$ cat src/hdl/dslb_pkg.sv
// Shared types and constants for the decompression and low-bit sampling block.
package dslb_pkg;

  // Field widths
  localparam int unsigned T_W     = 9;   // compressed coefficient
  localparam int unsigned CHUNK_W = 40;  // random chunk
  localparam int unsigned VALUE_W = 12;  // stored coefficient
  localparam int unsigned COEF_W  = 13;  // emitted coefficient, two's complement
  localparam int unsigned IDX_W   = 8;   // emitted index

  // Candidate unpacking and acceptance
  localparam int unsigned CAND_W        = 5;
  localparam int unsigned CANDS         = 8;
  localparam int unsigned SPECIAL_LIMIT = 22;
  localparam int unsigned NORMAL_LIMIT  = 21;
  localparam int unsigned SPECIAL_BIAS  = 11;
  localparam int unsigned NORMAL_BIAS   = 10;

  // Decompression rounding
  localparam int unsigned ROUND_HALF = 256;
  localparam int unsigned T_SHIFT    = 9;
  localparam int unsigned PROD_W     = 22;

  // Command queue between front and back
  localparam int unsigned QUEUE_DEPTH = 2;

  // Item kinds
  localparam logic OP_LOAD   = 1'b0;
  localparam logic OP_SAMPLE = 1'b1;

  // One classified command: a decompressed value in the low bits, or a chunk
  typedef struct packed {
    logic               op;
    logic [CHUNK_W-1:0] arg;
  } cmd_t;

  // Queue status seen by both sides
  typedef struct packed {
    logic full;
    logic empty;
  } queue_stat_t;

endpackage

$ cat src/hdl/decompress_with_sampled_low_bits.sv
// Top level: decompression of coefficients with sampled low-bit adjustment.
//
//   channel   direction  tdata (low bit up)                           tuser    tlast
//   s_axis    in         compressed_value[8:0], random_chunk[48:9]    opcode   -
//   m_axis    out        coefficient[12:0], coeff_index[20:13]        -        last
//
// A load passes through the front stage and the command queue, and the back end then
// writes it to the coefficient store. A sample chunk is dequeued and its candidates
// are evaluated in turn; the coefficient store, with its single read port, is read
// anew before each candidate that follows a finished coefficient. A chunk that runs
// out of loaded coefficients ends early when nothing is left to apply. A stalled m_axis
// holds the back end at the next result; the front stage and queue keep taking
// transactions until both the queue and the front stage are full.
// Reset clears the counters and control state; the store needs no clearing.
module decompress_with_sampled_low_bits #(
  parameter int unsigned COEFFS  = 256,
  parameter int unsigned MODULUS = 3329
) (
  input  logic        clk_i,
  input  logic        rst_ni,
  input  logic        s_axis_tvalid,
  output logic        s_axis_tready,
  input  logic [55:0] s_axis_tdata,   // compressed_value[8:0], random_chunk[48:9], zeros
  input  logic        s_axis_tuser,   // opcode
  output logic        m_axis_tvalid,
  input  logic        m_axis_tready,
  output logic [23:0] m_axis_tdata,   // coefficient[12:0], coeff_index[20:13], zeros
  output logic        m_axis_tlast
);

  dslb_pkg::queue_stat_t          stat;
  dslb_pkg::cmd_t                 push_cmd;
  dslb_pkg::cmd_t                 head;
  logic                           push, pop;
  logic [dslb_pkg::COEF_W-1:0]    coef;
  logic [dslb_pkg::IDX_W-1:0]     idx;

  dslb_front #(
    .MODULUS (MODULUS)
  ) u_front (
    .clk_i      (clk_i),
    .rst_ni     (rst_ni),
    .in_valid_i (s_axis_tvalid),
    .in_ready_o (s_axis_tready),
    .op_i       (s_axis_tuser),
    .t_i        (s_axis_tdata[8:0]),
    .chunk_i    (s_axis_tdata[48:9]),
    .stat_i     (stat),
    .push_o     (push),
    .cmd_o      (push_cmd)
  );

  dslb_queue u_queue (
    .clk_i  (clk_i),
    .rst_ni (rst_ni),
    .push_i (push),
    .cmd_i  (push_cmd),
    .pop_i  (pop),
    .head_o (head),
    .stat_o (stat)
  );

  dslb_back #(
    .COEFFS  (COEFFS),
    .MODULUS (MODULUS)
  ) u_back (
    .clk_i       (clk_i),
    .rst_ni      (rst_ni),
    .stat_i      (stat),
    .head_i      (head),
    .pop_o       (pop),
    .out_valid_o (m_axis_tvalid),
    .out_ready_i (m_axis_tready),
    .out_coef_o  (coef),
    .out_idx_o   (idx),
    .out_last_o  (m_axis_tlast)
  );

  assign m_axis_tdata = {3'b000, idx, coef};

  // The final coefficient carries the last index
  a_last_index: assert property (@(posedge clk_i) disable iff (!rst_ni)
    m_axis_tvalid && m_axis_tlast |-> idx == dslb_pkg::IDX_W'(COEFFS - 1))
    else $error("tlast on a coefficient other than the final one");

  // The front end never pushes into a full queue
  a_no_overflow: assert property (@(posedge clk_i) disable iff (!rst_ni)
    push |-> !stat.full)
    else $error("command pushed into a full queue");

  // The back end never pops an empty queue
  a_no_underflow: assert property (@(posedge clk_i) disable iff (!rst_ni)
    pop |-> !stat.empty)
    else $error("command popped from an empty queue");

endmodule

$ cat src/hdl/dslb_ram.sv
// Generic single-write, single-read RAM with registered read data.
module dslb_ram #(
  parameter int unsigned WIDTH = 12,
  parameter int unsigned DEPTH = 256
) (
  input  logic                     clk_i,
  input  logic                     we_i,
  input  logic [$clog2(DEPTH)-1:0] waddr_i,
  input  logic [WIDTH-1:0]         wdata_i,
  input  logic [$clog2(DEPTH)-1:0] raddr_i,
  output logic [WIDTH-1:0]         rdata_o
);

  logic [WIDTH-1:0] mem_q [DEPTH];
  logic [WIDTH-1:0] rdata_q;

  // Write port and registered read port
  always_ff @(posedge clk_i) begin
    if (we_i) begin
      mem_q[waddr_i] <= wdata_i;
    end
    rdata_q <= mem_q[raddr_i];
  end

  assign rdata_o = rdata_q;

endmodule

$ cat src/hdl/dslb_front.sv
// Front end: accept input transactions, classify them and decompress loads.
module dslb_front #(
  parameter int unsigned MODULUS = 3329
) (
  input  logic                          clk_i,
  input  logic                          rst_ni,
  input  logic                          in_valid_i,
  output logic                          in_ready_o,
  input  logic                          op_i,
  input  logic [dslb_pkg::T_W-1:0]      t_i,
  input  logic [dslb_pkg::CHUNK_W-1:0]  chunk_i,
  input  dslb_pkg::queue_stat_t         stat_i,
  output logic                          push_o,
  output dslb_pkg::cmd_t                cmd_o
);

  logic                          stage_valid_q, stage_valid_d;
  dslb_pkg::cmd_t                stage_q, stage_d;
  logic                          accept;
  logic [dslb_pkg::PROD_W-1:0]   prod;
  logic [dslb_pkg::VALUE_W-1:0]  value;

  // Decompress: (t*MODULUS + 256) >> 9, kept to the stored width
  assign prod  = dslb_pkg::PROD_W'(t_i) * dslb_pkg::PROD_W'(MODULUS)
               + dslb_pkg::PROD_W'(dslb_pkg::ROUND_HALF);
  assign value = prod[dslb_pkg::T_SHIFT +: dslb_pkg::VALUE_W];

  // Hand the staged command to the queue when there is room
  assign push_o     = stage_valid_q && !stat_i.full;
  assign in_ready_o = !stage_valid_q || !stat_i.full;
  assign accept     = in_valid_i && in_ready_o;
  assign cmd_o      = stage_q;

  // Build the next staged command
  always_comb begin
    stage_valid_d = stage_valid_q;
    stage_d       = stage_q;
    if (push_o) begin
      stage_valid_d = 1'b0;
    end
    if (accept) begin
      stage_valid_d = 1'b1;
      stage_d.op    = op_i;
      if (op_i == dslb_pkg::OP_SAMPLE) begin
        stage_d.arg = chunk_i;
      end else begin
        stage_d.arg = dslb_pkg::CHUNK_W'(value);
      end
    end
  end

  always_ff @(posedge clk_i or negedge rst_ni) begin
    if (!rst_ni) begin
      stage_valid_q <= 1'b0;
    end else begin
      stage_valid_q <= stage_valid_d;
    end
  end

  always_ff @(posedge clk_i) begin
    stage_q <= stage_d;
  end

endmodule

$ cat src/hdl/dslb_queue.sv
// Short command queue between the front end and the back end.
module dslb_queue (
  input  logic                  clk_i,
  input  logic                  rst_ni,
  input  logic                  push_i,
  input  dslb_pkg::cmd_t        cmd_i,
  input  logic                  pop_i,
  output dslb_pkg::cmd_t        head_o,
  output dslb_pkg::queue_stat_t stat_o
);

  localparam int unsigned PW = (dslb_pkg::QUEUE_DEPTH > 1) ? $clog2(dslb_pkg::QUEUE_DEPTH) : 1;
  localparam int unsigned NW = $clog2(dslb_pkg::QUEUE_DEPTH + 1);

  dslb_pkg::cmd_t  mem_q [dslb_pkg::QUEUE_DEPTH];
  logic [PW-1:0]   wptr_q, wptr_d, rptr_q, rptr_d;
  logic [NW-1:0]   cnt_q, cnt_d;
  logic            do_push, do_pop;

  assign stat_o.full  = (cnt_q == NW'(dslb_pkg::QUEUE_DEPTH));
  assign stat_o.empty = (cnt_q == '0);
  assign do_push      = push_i && !stat_o.full;
  assign do_pop       = pop_i && !stat_o.empty;
  assign head_o       = mem_q[rptr_q];

  // Advance pointers and occupancy
  always_comb begin
    wptr_d = wptr_q;
    rptr_d = rptr_q;
    cnt_d  = cnt_q;
    if (do_push) begin
      wptr_d = (wptr_q == PW'(dslb_pkg::QUEUE_DEPTH - 1)) ? '0 : wptr_q + PW'(1);
    end
    if (do_pop) begin
      rptr_d = (rptr_q == PW'(dslb_pkg::QUEUE_DEPTH - 1)) ? '0 : rptr_q + PW'(1);
    end
    if (do_push && !do_pop) begin
      cnt_d = cnt_q + NW'(1);
    end else if (do_pop && !do_push) begin
      cnt_d = cnt_q - NW'(1);
    end
  end

  always_ff @(posedge clk_i or negedge rst_ni) begin
    if (!rst_ni) begin
      wptr_q <= '0;
      rptr_q <= '0;
      cnt_q  <= '0;
    end else begin
      wptr_q <= wptr_d;
      rptr_q <= rptr_d;
      cnt_q  <= cnt_d;
    end
  end

  // Store entries
  always_ff @(posedge clk_i) begin
    if (do_push) begin
      mem_q[wptr_q] <= cmd_i;
    end
  end

endmodule

$ cat src/hdl/dslb_back.sv
// Back end: store coefficients, apply candidates and drive the result register.
module dslb_back #(
  parameter int unsigned COEFFS  = 256,
  parameter int unsigned MODULUS = 3329
) (
  input  logic                          clk_i,
  input  logic                          rst_ni,
  input  dslb_pkg::queue_stat_t         stat_i,
  input  dslb_pkg::cmd_t                head_i,
  output logic                          pop_o,
  output logic                          out_valid_o,
  input  logic                          out_ready_i,
  output logic [dslb_pkg::COEF_W-1:0]   out_coef_o,
  output logic [dslb_pkg::IDX_W-1:0]    out_idx_o,
  output logic                          out_last_o
);

  localparam int unsigned AW  = $clog2(COEFFS);
  localparam int unsigned CW  = $clog2(COEFFS + 1);
  localparam int unsigned KW  = $clog2(dslb_pkg::CANDS);
  localparam int unsigned RW  = dslb_pkg::COEF_W + 1;
  localparam int unsigned MID = (256 * MODULUS + dslb_pkg::ROUND_HALF) >> dslb_pkg::T_SHIFT;

  localparam logic [1:0] ST_IDLE  = 2'd0;
  localparam logic [1:0] ST_FETCH = 2'd1;
  localparam logic [1:0] ST_EVAL  = 2'd2;

  logic [1:0]                      state_q, state_d;
  logic [CW-1:0]                   lcnt_q, lcnt_d;
  logic [CW-1:0]                   scnt_q, scnt_d;
  logic [KW-1:0]                   k_q, k_d;
  logic [dslb_pkg::CHUNK_W-1:0]    chunk_q, chunk_d;
  logic                            out_valid_q, out_valid_d;
  logic [dslb_pkg::COEF_W-1:0]     out_coef_q;
  logic [dslb_pkg::IDX_W-1:0]      out_idx_q;
  logic                            out_last_q;
  logic                            load_out;

  logic                            we;
  logic [AW-1:0]                   waddr;
  logic [dslb_pkg::VALUE_W-1:0]    rdata;

  logic [dslb_pkg::CAND_W-1:0]     cand;
  logic                            avail, hit_special, hit_normal, hit, out_free;
  logic [RW-1:0]                   adj;
  logic [RW-1:0]                   res;
  logic [CW+dslb_pkg::IDX_W-1:0]   idx_ext;
  logic [CW:0]                     scnt_next;

  dslb_ram #(
    .WIDTH (dslb_pkg::VALUE_W),
    .DEPTH (COEFFS)
  ) u_store (
    .clk_i   (clk_i),
    .we_i    (we),
    .waddr_i (waddr),
    .wdata_i (head_i.arg[dslb_pkg::VALUE_W-1:0]),
    .raddr_i (scnt_q[AW-1:0]),
    .rdata_o (rdata)
  );

  // Evaluate the current candidate against the current coefficient
  assign cand        = chunk_q[dslb_pkg::CAND_W-1:0];
  assign avail       = (scnt_q < lcnt_q) && (scnt_q < CW'(COEFFS));
  assign hit_special = (rdata == dslb_pkg::VALUE_W'(MID))
                    && (cand < dslb_pkg::CAND_W'(dslb_pkg::SPECIAL_LIMIT));
  assign hit_normal  = (cand < dslb_pkg::CAND_W'(dslb_pkg::NORMAL_LIMIT));
  assign hit         = hit_special || hit_normal;
  assign adj         = hit_special ? RW'(dslb_pkg::SPECIAL_BIAS) : RW'(dslb_pkg::NORMAL_BIAS);
  assign res         = RW'(rdata) + adj - RW'(cand);
  assign idx_ext     = {{dslb_pkg::IDX_W{1'b0}}, scnt_q};
  assign scnt_next   = {1'b0, scnt_q} + (CW + 1)'(1);
  assign out_free    = !out_valid_q || out_ready_i;

  // Sequence loads and candidate steps
  always_comb begin
    state_d     = state_q;
    lcnt_d      = lcnt_q;
    scnt_d      = scnt_q;
    k_d         = k_q;
    chunk_d     = chunk_q;
    pop_o       = 1'b0;
    we          = 1'b0;
    waddr       = '0;
    load_out    = 1'b0;
    unique case (state_q)
      ST_IDLE: begin
        if (!stat_i.empty) begin
          pop_o = 1'b1;
          if (head_i.op == dslb_pkg::OP_SAMPLE) begin
            chunk_d = head_i.arg;
            k_d     = '0;
            state_d = ST_FETCH;
          end else begin
            we = 1'b1;
            if (lcnt_q >= CW'(COEFFS)) begin
              // Full polynomial: start a new one at slot 0
              waddr  = '0;
              lcnt_d = CW'(1);
              scnt_d = '0;
            end else begin
              waddr  = lcnt_q[AW-1:0];
              lcnt_d = lcnt_q + CW'(1);
            end
          end
        end
      end
      ST_FETCH: begin
        state_d = ST_EVAL;
      end
      ST_EVAL: begin
        if (!avail) begin
          // Nothing left to apply: drop the rest of the chunk
          state_d = ST_IDLE;
        end else if (hit) begin
          if (out_free) begin
            load_out = 1'b1;
            scnt_d   = scnt_q + CW'(1);
            k_d      = k_q + KW'(1);
            chunk_d  = chunk_q >> dslb_pkg::CAND_W;
            state_d  = (k_q == KW'(dslb_pkg::CANDS - 1)) ? ST_IDLE : ST_FETCH;
          end
        end else begin
          k_d     = k_q + KW'(1);
          chunk_d = chunk_q >> dslb_pkg::CAND_W;
          if (k_q == KW'(dslb_pkg::CANDS - 1)) begin
            state_d = ST_IDLE;
          end
        end
      end
      default: begin
        state_d = ST_IDLE;
      end
    endcase
  end

  // Result register handshake
  always_comb begin
    out_valid_d = out_valid_q && !out_ready_i;
    if (load_out) begin
      out_valid_d = 1'b1;
    end
  end

  always_ff @(posedge clk_i or negedge rst_ni) begin
    if (!rst_ni) begin
      state_q     <= ST_IDLE;
      lcnt_q      <= '0;
      scnt_q      <= '0;
      k_q         <= '0;
      out_valid_q <= 1'b0;
    end else begin
      state_q     <= state_d;
      lcnt_q      <= lcnt_d;
      scnt_q      <= scnt_d;
      k_q         <= k_d;
      out_valid_q <= out_valid_d;
    end
  end

  // Payload registers
  always_ff @(posedge clk_i) begin
    chunk_q <= chunk_d;
    if (load_out) begin
      out_coef_q <= res[dslb_pkg::COEF_W-1:0];
      out_idx_q  <= idx_ext[dslb_pkg::IDX_W-1:0];
      out_last_q <= (scnt_next == (CW + 1)'(COEFFS));
    end
  end

  assign out_valid_o = out_valid_q;
  assign out_coef_o  = out_coef_q;
  assign out_idx_o   = out_idx_q;
  assign out_last_o  = out_last_q;

endmodule

$ cat config.mk
export PLATFORM = sky130hd
export DESIGN_NAME = decompress_with_sampled_low_bits
export DESIGN_NICKNAME = d
export VERILOG_FILES = /design/src/hdl/dslb_pkg.sv /design/src/hdl/decompress_with_sampled_low_bits.sv /design/src/hdl/dslb_ram.sv /design/src/hdl/dslb_front.sv /design/src/hdl/dslb_queue.sv /design/src/hdl/dslb_back.sv
export SDC_FILE = /design/constraint.sdc
export NUM_CORES = 2
export LEC_CHECK = 0
export BUFFER_PORTS_ARGS = -buffer_cell sky130_fd_sc_hd__buf_4
export CORE_ASPECT_RATIO = 1.5
export CORE_MARGIN = 5
export CORE_UTILIZATION = 30
export CTS_CLUSTER_DIAMETER = 50
export DETAILED_ROUTE_END_ITERATION = 16
export SLEW_MARGIN = 20
export SYNTH_ARGS = -nofsm -noshare
export SYNTH_HDL_FRONTEND = slang
export SYNTH_SLANG_ARGS = --single-unit
$ cat constraint.sdc
create_clock -name clk_i -period 8.8 [get_ports clk_i]
set_input_delay 1.32 -clock clk_i [delete_from_list [all_inputs] [get_ports clk_i]]
set_output_delay 1.32 -clock clk_i [all_outputs]
set_load 0.02 [all_outputs]
# Word level (Yosys, flattened, before mapping)

Memories as Yosys holds them, arrays and structs flattened. A register that Yosys moved wholly into a read port is not among the register bits.
Index checks and enable logic that the tools add are counted.

Register bits: 132
Memory bits (writable): 3154
Output and inout bits: 27
Memories kept: 2

Memory list:

| name                 | words | bits a word | read ports | clocked after memory_dff | wr ports | line             | RTL |
|---|---|---|---|---|---|---|---|
| u_back.u_store.mem_q | 256   | 12          | 1          | 1                        | 1        | dslb_ram.sv:14   | `logic [WIDTH-1:0] mem_q [DEPTH];` |
| u_queue.mem_q        | 2     | 41          | 1          | 0                        | 1        | dslb_queue.sv:15 | `dslb_pkg::cmd_t mem_q [dslb_pkg::QUEUE_DEPTH];` |

$add $sub $neg: 11
Multipliers: 1
Order comparisons: 5
Eq/ne operators: 16
Multiplexer cells: 54
Bitwise operators: 2
Reductions and logical operators: 28

Operator list:

| cell                                                      | number |
|---|---|
| two-way mux 40 bit                                        | 5 |
| case mux 40 bit (2 select lines)                          | 1 |
| two-way mux 9 bit                                         | 7 |
| two-way mux 8 bit                                         | 4 |
| adder 21 x 9 -> 21 bit (second input constant)            | 1 |
| multiplier 9 x 12 -> 21 bit (second input constant)       | 1 |
| two-way mux 1 bit                                         | 20 |
| adder 9 x 1 -> 9 bit (second input constant)              | 2 |
| case mux 9 bit (2 select lines)                           | 1 |
| two-way mux 2 bit                                         | 8 |
| two-way mux 3 bit                                         | 5 |
| adder 12 x 13 -> 13 bit                                   | 1 |
| subtractor 13 x 5 -> 13 bit                               | 1 |
| equality test 12 x 11 -> 1 bit (second input constant)    | 1 |
| two-way mux 12 bit                                        | 1 |
| adder 9 x 1 -> 10 bit (second input constant)             | 1 |
| equality test 10 x 9 -> 1 bit (second input constant)     | 1 |
| less-than comparator 5 bit (second input constant)        | 2 |
| greater-or-equal comparator 9 bit (second input constant) | 1 |
| logical AND 1 bit                                         | 9 |
| less-than comparator 9 bit                                | 1 |
| less-than comparator 9 bit (second input constant)        | 1 |
| != test 2 x 1 -> 1 bit (second input constant)            | 4 |
| != test 4 bit (second input constant)                     | 2 |
| other kinds (20)                                          | 36 |

# Logic depth before layout (Yosys ltp)

Word-level depth: 8
Mapped depth: 17

# Modules after synthesis

Synthesis repeated with hierarchy kept, for this count alone.

Cells, all modules: 6362
Area, all modules: 129621.8 um^2

By module, submodules not included:

| module                           | instances | cells each | area an instance (um^2) | sequential area each (um^2) |
|---|---|---|---|---|
| dslb_ram                         | 1         | 5506       | 118632.5                | 92488.7 |
| dslb_back                        | 1         | 488        | 4899.7                  | 2462.4 |
| dslb_queue                       | 1         | 147        | 3358.2                  | 2562.5 |
| dslb_front                       | 1         | 217        | 2705.1                  | 1256.2 |
| decompress_with_sampled_low_bits | 1         | 4          | 26.3                    | 0.0 |

# Least setup slack after synthesis

OpenSTA, ideal clock, no wires.

Path type: input to register
From: input s_axis_tdata[3]
To: register u_front.stage_q (netlist bit u_front.cmd_o[11]) (data pin)
Arrival time: 4.386 ns
Setup slack: 4.145 ns
Cell stages on the path: 13
Path through: ha_1 -> ha_1 -> ha_1 -> fa_1 -> ha_1 -> ha_1 -> a211oi_1 -> a2111oi_0 -> nor3_1 -> o21bai_1 -> a21oi_1 -> xnor2_1 -> o21ai_0

Word-level cells in the longest chain between the ends: 3

RTL lines:

| what                        | line                                   | RTL |
|---|---|---|
| start, declared             | decompress_with_sampled_low_bits.sv:23 | `input logic [55:0] s_axis_tdata,` |
| multiplier 9 x 12 -> 21 bit | dslb_front.sv:24                       | `assign prod = dslb_pkg::PROD_W'(t_i) * dslb_pkg::PROD_W'(MODULUS)` |
| adder 21 x 9 -> 21 bit      | dslb_front.sv:25                       | `+ dslb_pkg::PROD_W'(dslb_pkg::ROUND_HALF);` |
| two-way mux 12 bit          | dslb_front.sv:44                       | `if (op_i == dslb_pkg::OP_SAMPLE) begin` |
| end signal, assigned        | dslb_front.sv:61                       | `stage_q <= stage_d;` |
| end, declared               | dslb_front.sv:18                       | `dslb_pkg::cmd_t stage_q, stage_d;` |

No other way between the ends.
A chain may end at the register's enable or synchronous reset.

# Worst setup path in the final report

From: register u_queue.rptr_q
To: memory u_back.u_store.mem_q[752][1] (netlist: u_back.u_store.mem_q[188][1]) (enable)

Word-level cells in the longest chain between the ends: 6
Elaborated cells on any way between the ends: 9

RTL lines:

| what                                    | line             | RTL |
|---|---|---|
| start, declared                         | dslb_queue.sv:16 | `logic [PW-1:0] wptr_q, wptr_d, rptr_q, rptr_d;` |
| start signal, assigned                  | dslb_queue.sv:51 | `rptr_q <= rptr_d;` |
| memory read (2 x 41 bit) *              | --               |  |
| two-way mux 1 bit                       | dslb_back.sv:90  | `if (head_i.op == dslb_pkg::OP_SAMPLE) begin` |
| two-way mux 1 bit                       | dslb_back.sv:88  | `if (!stat_i.empty) begin` |
| two-way mux 1 bit                       | dslb_back.sv:86  | `unique case (state_q)` |
| two-way mux 1 bit                       | dslb_ram.sv:19   | `if (we_i) begin` |
| two-way mux 1 bit (not written as such) | dslb_ram.sv:20   | `mem_q[waddr_i] <= wdata_i;` |
| end, declared                           | dslb_ram.sv:14   |  |

Every way passes the cells marked *; elsewhere a longest branch is shown, timed or not.

==> load_flow_metrics.sql <==
INSERT INTO impl_metrics (metric_group, metric, value, unit) VALUES
('clocking', 'cts_resized', '0', ''),
('layout', 'multiInputGateArea', '28000', 'sq um'),
('clocking', 'tritoncts', 'done', ''),
('floorplan', 'core_area', '427000', 'sq um'),
('worst_setup_path', 'rrSetupSlack', '3.79', 'ns'),
('worst_setup_path', 'worst_setup_path_start_kind', 'flop', ''),
('floorplan', 'rows', '294', ''),
('worst_setup_path', 'worst_path_largest_cell_delay', '1.16', 'ns'),
('layout', 'most_common_library_cell_in_the_layout_ignoring_fill_and_taps', 'sky130_fd_sc_hd__edfxtp_1', ''),
('clocking', 'cts_hold_buffers', '0', ''),
('grt', 'grt_overflow_total', '0', ''),
('layout', 'fill_cells', '39600', ''),
('worst_setup_path', 'timing.critical_path.required', '9.29', 'ns'),
('power', 'leakagePower', '43.7', 'nW'),
('floorplan', 'io-pin-count', '88', ''),
('worst_setup_path', 'path_delay_family', 'simple AND/OR/NAND/NOR gates', ''),
('grt', 'grt.total_usage', '14.1', '%'),
('placement', 'portBuffers', '77', ''),
('clocking', 'worstSkewPairLatency', '0.89', 'ns'),
('worst_setup_path', 'arrival', '5.50', 'ns'),
('worst_setup_path', 'worstPathMaxFanout', '16', ''),
('layout', 'post_route_cells_drive_above_1_share', '26.0', '%'),
('worst_setup_path', 'worst_setup_path_category', 'flop to flop', ''),
('power', 'totalPowerFinal', '44.3', 'mW'),
('grt', 'grt_start_max_net_pins', '149', ''),
('placement', 'dp.cells', '11500', ''),
('synth', 'ys_seq_elements', '3298', ''),
('synth', 'yosysWarnings', '0', ''),
('sta', 'worst_rel_slew_slack', '17.1', '%'),
('clocking', 'cts-root-to-sink-buffers', '4', ''),
('clocking', 'post-cts-setup-buffers', '0', ''),
('floorplan', 'die_footprint', '441000', 'sq um'),
('layout', 'utilization', '34.1', '%'),
('sta', 'fmax_achieved', '200', 'MHz'),
('placement', 'dpl_cell_area', '136000', 'sq um'),
('synth', 'synth-main-ff-cell', 'sky130_fd_sc_hd__edfxtp_1', ''),
('sta', 'post-route-worst-setup-slack', '3.79', 'ns'),
('route', 'routed_via_density', '5.03', ''),
('clocking', 'cts_htree_levels', '5', ''),
('placement', 'globalplace.congestion', '0.817', ''),
('grt', 'grt_first_pass_wirelength', '460', 'mm'),
('power', 'pwr_density_cell', '305', 'nW/um^2'),
('worst_setup_path', 'critical_path.n_buffers_inverters', '0', ''),
('sta', 'period_share', '56.9', '%'),
('sta', 'fin_crit', '5.01', 'ns'),
('synth', 'synth_async_sr_flop_share', '0.879', '%'),
('clocking', 'cts.sinks', '3298', ''),
('route', 'detail-route-antenna-nets', '0', ''),
('route', 'detail_route.wirelength', '321', 'mm'),
('route', 'drt-initial-drc-count', '5734', ''),
('layout', 'nets', '6341', ''),
('synth', 'synthDistinctLibCells', '76', ''),
('layout', 'area_delta_synth_final', '13.3', '%'),
('sta', 'timing_worst_slew_pin_value', '1.24', 'ns'),
('sta', 'final-setup-viol-count', '0', ''),
('sta', 'clock_skew', '0.0568', 'ns'),
('sta', 'setup_repair_after_global_routing_missed_its_margin', 'false', ''),
('layout', 'layout_common_cells', 'sky130_fd_sc_hd__edfxtp_1 (3257), sky130_fd_sc_hd__mux4_2 (730), sky130_fd_sc_hd__clkbuf_16 (303)', ''),
('placement', 'hpwl', '194', 'mm'),
('layout', 'storage_cell_area', '98800', 'sq um'),
('route', 'drt_pass1_iterations', '6', ''),
('outcome', 'status', 'finished, final reports clean', ''),
('run', 'max-cap-violations', '0', ''),
('sta', 'finalHoldViolCount', '0', ''),
('route', 'vias', '60600', ''),
('floorplan', 'initial_core_util', '30.1', '%'),
('min_path', 'hold_path.class', 'input pin to asynchronous set/reset pin', ''),
('floorplan', 'fp.dieH', '811', 'microns'),
('sta', 'whs', '0.423', 'ns'),
('worst_setup_path', 'worstReg2RegStart', 'u_queue.rptr_q$_DFFE_PN0P_', ''),
('clocking', 'worst_setup_hold_path_clk_slew', '0.07', 'ns');
-- sequential cells by signal (all words and copies together), names as in the netlist --
signal                  cells
u_queue.cnt_q               2
u_back.scnt_q               9
u_back.u_store.rdata_o     12
u_back.state_q              2
u_queue.rptr_q              1
u_back.k_q                  3
u_queue.mem_q              82
u_front.cmd_o              41
u_back.out_coef_o          13
u_queue.wptr_q              1
u_back.out_idx_o            8
u_back.lcnt_q               9
u_back.chunk_q             40
u_front.stage_valid_q       1
u_back.u_store.mem_q     3072
u_back.out_valid_o          1
u_back.out_last_o           1
-- kinds of logic (layout without fill, tap and decap cells) --
kind of cell               Yosys count  in the layout  share of synthesized area (%)
DFF                               3298           3298                           76.9
muxes                              881            881                           14.1
and+or+nand+nor                    720            720                           2.54
AOI/OAI and AO/OA                  600            600                           3.47
buffers and inverters              397            802                           1.86
adders and majority gates           87             87                          0.883
xor gates and xnor gates            25             25                          0.171
other                                1              9                        0.00292
-- worst min path at each step --
stage                                      to  cells after the start
2_1_floorplan   u_queue.mem_q[0][0]$_DFFE_PP_                      0
3_3_place_gp   u_queue.mem_q[0][27]$_DFFE_PP_                      0
3_5_place_dp    u_queue.mem_q[0][1]$_DFFE_PP_                      0
4_1_cts          u_queue.cnt_q[1]$_DFFE_PN0P_                      1
5_1_grt            u_queue.rptr_q$_DFFE_PN0P_                      1
6_report           u_queue.rptr_q$_DFFE_PN0P_                      1
-- synth_stat cells, drive strengths merged (4+ instances only) --
cell / n / area (sq um)
and3: 19 / 119
xnor2: 16 / 140
mux2: 16 / 180
a21oi: 85 / 425
nor2: 340 / 1280
o21ai: 73 / 369
a31oi: 7 / 58.8
mux2i: 125 / 1250
o31ai: 6 / 45.0
o41ai: 5 / 51.3
and2: 35 / 219
buf: 228 / 1750
nor4: 13 / 81.3
a221oi: 72 / 793
mux4: 740 / 16700
ha: 81 / 1010
edfxtp: 3257 / 97800
xor2: 9 / 78.8
a21o: 4 / 30.0
a2111oi: 4 / 35.0
o211ai: 46 / 350
o21bai: 5 / 37.5
a211oi: 7 / 57.6
nor2b: 10 / 72.6
dfrtp: 29 / 726
a22o: 70 / 613
or2: 5 / 31.3
o22ai: 38 / 238
nand2b: 21 / 139
nor3: 49 / 295
nand4: 13 / 81.3
fa: 6 / 120
a22oi: 167 / 1260
nand2: 140 / 526
nand3: 64 / 320
inv: 52 / 195
dfxtp: 12 / 240
clkbuf: 117 / 443
-- area by class of cell --
class	count	area share, %
diodes	6	0.0103
clock buffers	355	5.36
clock inverters	163	1.10
inverters	52	0.134
multi-input cells	2316	19.3
flip-flops and latches	3298	67.9
well taps	5624	4.84
repair buffers	232	1.34
-- power breakdown --
group	leakage (nW)	switching [mW]	internal, mW
clock	4.57	5.70	7.12
sequential	29.9	0.330	20.2
combinational	9.30	7.20	3.74
total	43.7	13.2	31.1
-- metal layers --
metal  wire length, microns  vias up  track usage (%)
met1                 122000    32500             17.4
li1                       -    25400                -
met5                      0        -                0
met4                  14400        0             5.84
met3                  16800      510             1.73
met2                 167000     2104             25.0
Power figures use the tool's default switching activity.
